File: src/hdl/tfn_pkg.sv
package tfn_pkg;

	// input and output field widths
	localparam int COORD_BITS       = 16;
	localparam int NORMAL_FRAC_BITS = 14;
	localparam int OUT_W            = 16;

	// exact edge, product and cross widths
	localparam int EDGE_W  = COORD_BITS + 1;
	localparam int PROD_W  = 2 * EDGE_W;
	localparam int CROSS_W = 2 * COORD_BITS + 3;
	localparam int MAG_W   = 2 * COORD_BITS + 2;

	// block scaling keeps each magnitude below 2^31
	localparam int SCALE_W   = 31;
	localparam int SHIFT_MAX = (MAG_W > SCALE_W) ? (MAG_W - SCALE_W) : 0;
	localparam int SHIFT_W   = (SHIFT_MAX > 0) ? $clog2(SHIFT_MAX + 1) : 1;

	// sum of squares and its root
	localparam int SUM_W      = 2 * SCALE_W + 2;
	localparam int ROOT_W     = SUM_W / 2;
	localparam int REM_W      = ROOT_W + 3;
	localparam int SQRT_STEPS = 2;
	localparam int SQRT_STGS  = ROOT_W / SQRT_STEPS;

	// quotient with one extra bit for rounding
	localparam int Q2_W      = NORMAL_FRAC_BITS + 2;
	localparam int DREM_W    = ROOT_W + 1;
	localparam int DIV_STEPS = 4;
	localparam int DIV_STGS  = (Q2_W + DIV_STEPS - 1) / DIV_STEPS;
	localparam int NORM_LIM  = ((1 << NORMAL_FRAC_BITS) > 32767) ? 32767
		: (1 << NORMAL_FRAC_BITS);

	typedef logic signed [COORD_BITS-1:0] coord_t;
	typedef logic signed [OUT_W-1:0]      norm_t;

	typedef struct packed {
		coord_t v0_x;
		coord_t v0_y;
		coord_t v0_z;
		coord_t v1_x;
		coord_t v1_y;
		coord_t v1_z;
		coord_t v2_x;
		coord_t v2_y;
		coord_t v2_z;
	} face_t;

	typedef struct packed {
		logic signed [CROSS_W-1:0] cx;
		logic signed [CROSS_W-1:0] cy;
		logic signed [CROSS_W-1:0] cz;
	} cross_t;

	typedef struct packed {
		logic               neg;
		logic [SCALE_W-1:0] mag;
	} lane_t;

	typedef struct packed {
		lane_t [2:0] lane;
		logic        degen;
	} scaled_t;

	typedef struct packed {
		scaled_t          s;
		logic [SUM_W-1:0] sum;
	} sq_t;

	typedef struct packed {
		scaled_t           s;
		logic [ROOT_W-1:0] len;
	} len_t;

	typedef struct packed {
		norm_t normal_x;
		norm_t normal_y;
		norm_t normal_z;
		logic  degenerate;
	} normal_t;

endpackage

File: src/hdl/tfn_isqrt.sv
module tfn_isqrt (
	input  logic          clk,
	input  logic          arst_n,
	input  logic          in_valid,
	output logic          in_ready,
	input  tfn_pkg::sq_t  in_sq,
	output logic          out_valid,
	input  logic          out_ready,
	output tfn_pkg::len_t out_len
);
	import tfn_pkg::*;

	typedef struct packed {
		scaled_t           s;
		logic [SUM_W-1:0]  val;
		logic [REM_W-1:0]  rem;
		logic [ROOT_W-1:0] root;
	} root_t;

	// one digit of the restoring square root, two radicand bits per digit
	function automatic root_t sqrt_step(root_t a);
		root_t            b;
		logic [REM_W-1:0] rem_n;
		logic [REM_W-1:0] trial;
		b     = a;
		rem_n = {a.rem[REM_W-3:0], a.val[SUM_W-1 -: 2]};
		trial = REM_W'({a.root, 2'b01});
		b.val = a.val << 2;
		if (rem_n >= trial) begin
			b.rem  = rem_n - trial;
			b.root = {a.root[ROOT_W-2:0], 1'b1};
		end else begin
			b.rem  = rem_n;
			b.root = {a.root[ROOT_W-2:0], 1'b0};
		end
		return b;
	endfunction

	root_t                 pipe_s [SQRT_STGS];
	logic [SQRT_STGS-1:0]  vld_s;
	logic [SQRT_STGS-1:0]  en;
	root_t                 init;

	assign init.s    = in_sq.s;
	assign init.val  = in_sq.sum;
	assign init.rem  = '0;
	assign init.root = '0;

	assign in_ready = en[0];

	for (genvar g = 0; g < SQRT_STGS; g++) begin : g_stage
		root_t src;
		root_t nxt;
		logic  vin;

		if (g == 0) begin : g_first
			assign src = init;
			assign vin = in_valid;
		end else begin : g_next
			assign src = pipe_s[g-1];
			assign vin = vld_s[g-1];
		end

		if (g == SQRT_STGS - 1) begin : g_last
			assign en[g] = !vld_s[g] || out_ready;
		end else begin : g_mid
			assign en[g] = !vld_s[g] || en[g+1];
		end

		always_comb begin
			nxt = src;
			for (int i = 0; i < SQRT_STEPS; i++) nxt = sqrt_step(nxt);
		end

		always_ff @(posedge clk or negedge arst_n) begin
			if (!arst_n) begin
				vld_s[g] <= 1'b0;
			end else if (en[g]) begin
				vld_s[g] <= vin;
			end
		end

		always_ff @(posedge clk) begin
			if (en[g]) pipe_s[g] <= nxt;
		end
	end

	assign out_valid   = vld_s[SQRT_STGS-1];
	assign out_len.s   = pipe_s[SQRT_STGS-1].s;
	assign out_len.len = pipe_s[SQRT_STGS-1].root;
endmodule

File: config.mk
export PLATFORM = sky130hd
export DESIGN_NAME = tfn_isqrt
export DESIGN_NICKNAME = d
export VERILOG_FILES = /design/src/hdl/tfn_pkg.sv /design/src/hdl/tfn_isqrt.sv
export SDC_FILE = /design/constraint.sdc
export NUM_CORES = 2
export LEC_CHECK = 0
export ABC_CLOCK_PERIOD_IN_PS = 37300
export BUFFER_PORTS_ARGS = -buffer_cell sky130_fd_sc_hd__buf_2
export CORE_ASPECT_RATIO = 0.75
export CORE_MARGIN = 2
export CORE_UTILIZATION = 55
export DETAILED_ROUTE_END_ITERATION = 8
export PLACE_DENSITY = 0.81
export SLEW_MARGIN = 20
export SYNTH_ARGS = -nofsm -noshare
export SYNTH_HDL_FRONTEND = slang
export SYNTH_SLANG_ARGS = --single-unit
File: constraint.sdc
create_clock -name clk -period 37.3 [get_ports clk]
set_clock_uncertainty 0.05 [all_clocks]
set_input_delay 11.19 -clock clk [delete_from_list [all_inputs] [get_ports clk]]
set_output_delay 11.19 -clock clk [all_outputs]
set_load 0.02 [all_outputs]
; Word level (Yosys, flattened, before mapping)
; Memory sizes are Yosys's and may differ from the RTL's.
; Cells that the tools add are included.
[word_totals]
register_bits = 16
ram_bits = 3584
input_bits = 165
out_inout_bits = 131
wordCells = 177
n_memories = 1
[mem_list]
columns = name, words, word_bits, rd, rd_clocked_by_memory_dff, wr, line
row1 = pipe_s, 16, 224, 16, 0, 16, tfn_isqrt.sv:39  ; root_t pipe_s [SQRT_STGS];
[op_classes]
add_sub_neg = 32
magnitude_cmp = 32
n_mux = 64
n_reduce_logical = 32
[op_table]
columns = cell, n
row1 = 35-bit by 34-bit greater-or-equal comparator with 1-bit output, 31
row2 = 67-bit 2-to-1 mux, 16
row3 = 65-bit 2-to-1 mux, 16
row4 = 35-bit by 34-bit subtractor with 35-bit output, 16
row5 = 33-bit subtractor, 15
row6 = 1-bit 2-to-1 mux, 32
row7 = 1-bit zero test, 16
row8 = 1-bit logical OR, 16
row9 = 2-bit by 1-bit subtractor with 3-bit output (second input constant), 1
row10 = 2-bit by 1-bit greater-or-equal comparator with 1-bit output (second input constant), 1

; Logic depth before layout (Yosys ltp)
[depth]
depth_word = 19
mapped_depth = 30
depth_no_buf = 27

; Worst setup path before layout
; OpenSTA, ideal clock, no wires.
[synth_path]
path_type = input -> output
startpoint = input port out_ready
endpoint = output port in_ready
t_arrival_ps = 25424
required_ps = 26060
path_slack_ps = 636
cell_stages = 9
path_buffers = 0
cell_sequence = nor2b_1 and3_1 and3_1 inv_1 nor2_1 and3_1 nand3_1 nor2_1 nand4_1
[synth_between]
elab_chain_cells = 16
[synth_rtl]
columns = element, line
row1 = start: declaration, tfn_isqrt.sv:8  ; input logic out_ready,
row2 = 1-bit logical OR, tfn_isqrt.sv:65  ; assign en[g] = !vld_s[g] || out_ready;
row3 = 1-bit logical OR (4 in a row), tfn_isqrt.sv:67  ; assign en[g] = !vld_s[g] || en[g+1];
row4 = named net en[11], tfn_isqrt.sv:41  ; logic [SQRT_STGS-1:0] en;
row5 = 1-bit logical OR (7 in a row), tfn_isqrt.sv:67
row6 = named net en[4], tfn_isqrt.sv:41
row7 = 1-bit logical OR (4 in a row), tfn_isqrt.sv:67
row8 = end: declaration, tfn_isqrt.sv:5  ; output logic in_ready,
; The timed path passes the listed nets, and every way through them passes these cells.

; Worst setup path in the final report
; Same ends and word-level chain as after synthesis.

==> run metrics <==
growth of design area from synthesis to finish=10.9%; switching share of power=31.5%; synthesized cell area=128000 um2; count of hold-fix buffers inserted at cts=0; count of input and output buffers=295; number of CTS-inserted buffers=272; grt ovf=0; synth warn=0; leakage power=roughly 0.056 uW; Site Rows=around 150; Hold/Removal Path Class=flip-flop to flip-flop; # resized after CTS=0; Filler cells=17200; critical path buffer and inverter count=3; Max IR drop VDD=50.7 uV; final-stage net count=10700; total count of hold-check failures in the final report=0; synth top area cells=edfxtp_1 (65%), ha_1 (5.5%), xnor2_1 (3.2%); vias in the first global route=slightly below 80000; Pins Over Slew Limit=0; crit path kind=input pin to primary output; cell type with the highest occurrence count on the critical path=and3_1; Period Utilization, post-route=between 70% and 80%; Root Buffer=clkbuf_16; EDFF count, synth=2777; die outline height=421 um; starting density of the core=55.2%; Netlist cell types=112; violation count after the first detailed-routing iteration=10300; post-route ant nets=0; post-synthesis async set-or-reset flop share=less than 1%; Worst-Margin Slew=roughly 1.2 ns; initial antenna violation count=15; clock insertion delay at the later pin of the skew report=0.87 ns; slew margin rel.=21.0%; overall via count from detail_route=81000; switching power total=~3000 uW; WL/cell=24.3 um; number of buffers on the longest clock path=4; Critical Path Start Type=input pin; post-CTS setup buffer count=0; max-capacitance violation count=0; first-pass GRT wire length=485000 um; Die Footprint=236000 um2; post-synthesis instance total=between 9000 and 10000; top cell type by total area after synthesis=edfxtp_1; slowest CP cell=nor2_1; Worst Path Required=26.06 ns; synthesized flop and latch total=2793; num ports=296; PD cells=67.4 nW/um2; placed wire-length estimate after detailed placement=224000 um; dominant cell by count in the synthesized netlist=edfxtp_1; DR DRC count=0; type of destination of the critical path=primary output; final setup violating endpoints=0; final core utilization=61.2%; cell class contributing the biggest share of worst-path delay=simple AND/OR/NAND/NOR gates; width of the die=560 um; CTS clk-pin slew, worst paths=roughly 0.060 ns; Pint=6530 uW; data arrival at the endpoint of the critical path=17.45 ns; dominant register cell in the synthesized netlist=edfxtp_1; clock group share of total power=28.7%; most frequent cells after synthesis=edfxtp_1 (2777), a21oi_1 (658), nand2_1 (653), nor2_1 (618), ha_1 (557); gpl congestion=roughly 1; pin count of the biggest net entering global routing=120; H-tree levels=5; GR Util All Layers=a little over a quarter; highest achievable clock rate=34.9 MHz; minimum hold slack=0.335 ns; cells traversed along the worst timing path=buf_2 -> nor2b_1 -> and3_1 -> and3_1 -> inv_8 -> nor2_1 -> and3_1 -> nand3_4 -> nor2_1 -> nand4_1 -> buf_2; unrepaired setup endpoints after global routing=no; floorplan core area=231000 um2; result of the run=finished, final reports clean; via count normalized by instance count=6.09; Yosys top cell area share=65.4%; min Tclk post-route=about 29 ns; fraction of final layout cells with drive strength greater than 1=about a tenth; wire length reported by the detailed router=approximately 320000 um; Comb power frac=23.0%; Final TNS setup=0 ns; clock tree from TritonCTS=built; Flop pwr share=48.3%; delay contributed by the slowest stage of the critical path=1.09 ns; sequential area share after synthesis=65.7%; mean cell area of the mapped netlist=13.4 um2; CP max FO=approximately 120; first-pass detailed-route iteration total=8; clock sink count=2793
## layout by cell type (no fill, tap or decap), types with 28 or more instances in the layout
cell type  count
nor4_1        84
a21oi_1      658
a31oi_1       71
nand4_1      120
or3_1         83
ha_1         557
o21a_1        91
clkinv_2      49
nand3_1      179
buf_4         66
o211ai_1      40
xor2_1       269
edfxtp_1    2777
clkbuf_16    278
o21ai_0      418
nand2_1      647
clkbuf_1      44
inv_1        465
a211oi_1      73
or4_1         45
mux2_2        89
and3_1        98
a21o_1       291
nand2b_1      82
or2_2         57
o31a_1        29
and2_1        64
buf_2        295
o31ai_1       60
nor3_1       193
xnor2_1      464
o21bai_1      86
nor2b_1       83
clkinv_1      47
nor2_1       617
a21boi_0      28
## final timing paths
| path | start | to | slack (ns) | depth (start not counted) |
|---|---|---|---|---|
| min | pipe_s[1][847]$_DFFE_PP_ | pipe_s[1][1071]$_DFFE_PP_ | 0.34 | 0 |
| max | out_ready | in_ready | 8.61 | 11 |
| max reg2reg | pipe_s[1][899]$_DFFE_PP_ | pipe_s[1][1160]$_DFFE_PP_ | 28.66 | 23 |
| min reg2reg | pipe_s[1][847]$_DFFE_PP_ | pipe_s[1][1071]$_DFFE_PP_ | 0.34 | 0 |
| min in group asynchronous | arst_n | g_stage[1].vin$_DFFE_PN0P_ | 10.23 | 1 |
| max in group asynchronous | arst_n | g_stage[6].vin$_DFFE_PN0P_ | 26.58 | 1 |
## power by group through the flow
stage	registers [uW]	logic [uW]	clock network (uW)
after detailed placement	4640	2120	0
final	4610	2190	2730
after floorplan	4460	1600	0
after global routing	4650	2400	2900
after CTS	4600	2140	2780
after global placement	4610	2060	0
## per-layer routing
layer / up-vias / GRT usage, % / part of all wire (%)
met4: 2 / 6.04 / 2.4
met5: - / 0 / 0.0040
met1: 39800 / 41.0 / 45
met3: 507 / 5.74 / 9.5
met2: 3704 / 39.4 / 43
li1: 37000 / - / -
## sequential cells by signal (all words and copies together), names as in the netlist
register / count
pipe_s: 2777
out_valid: 1
g_stage.vin: 15
## per-stage QoR
step / instance area [um2] / total power [uW] / setup WS [ns] / instances
after floorplan: 128000 / 6060 / 0.636 / 9555
after global placement: 133000 / 6670 / 9.04 / 12800
after CTS: 141000 / 9530 / 8.52 / 13300
final: 141000 / 9530 / 8.61 / 13300
after global routing: 141000 / 9950 / 8.19 / 13300
after detailed placement: 133000 / 6760 / 8.79 / 12800
## logic make-up (layout without fill, tap and decap cells)
kind of cell | count (synthesis) | in the layout | share of synthesized area, %
compound gates | 2129 | 2129 | 10.7
xor+xnor | 734 | 734 | 5.04
fa+ha+maj | 557 | 557 | 5.46
buf+inv | 696 | 1329 | 2.11
flops | 2793 | 2793 | 65.7
mux | 121 | 121 | 1.05
other cells | 1 | 13 | 0.00294
simple gates | 2522 | 2522 | 9.93
## layout make-up
cell class | count | area (um2) | share of cell area (%)
clock buffers | 323 | 7140 | 5.04
clock inverters | 158 | 1500 | 1.06
well taps | 3100 | 3880 | 2.74
inverters | 484 | 1860 | 1.31
repair buffers | 364 | 2030 | 1.44
multi-input cells | 6066 | 41200 | 29.2
diodes | 10 | 25.0 | 0.0177
flip-flops and latches | 2793 | 83800 | 59.2
(Power assumes the default switching activity.)
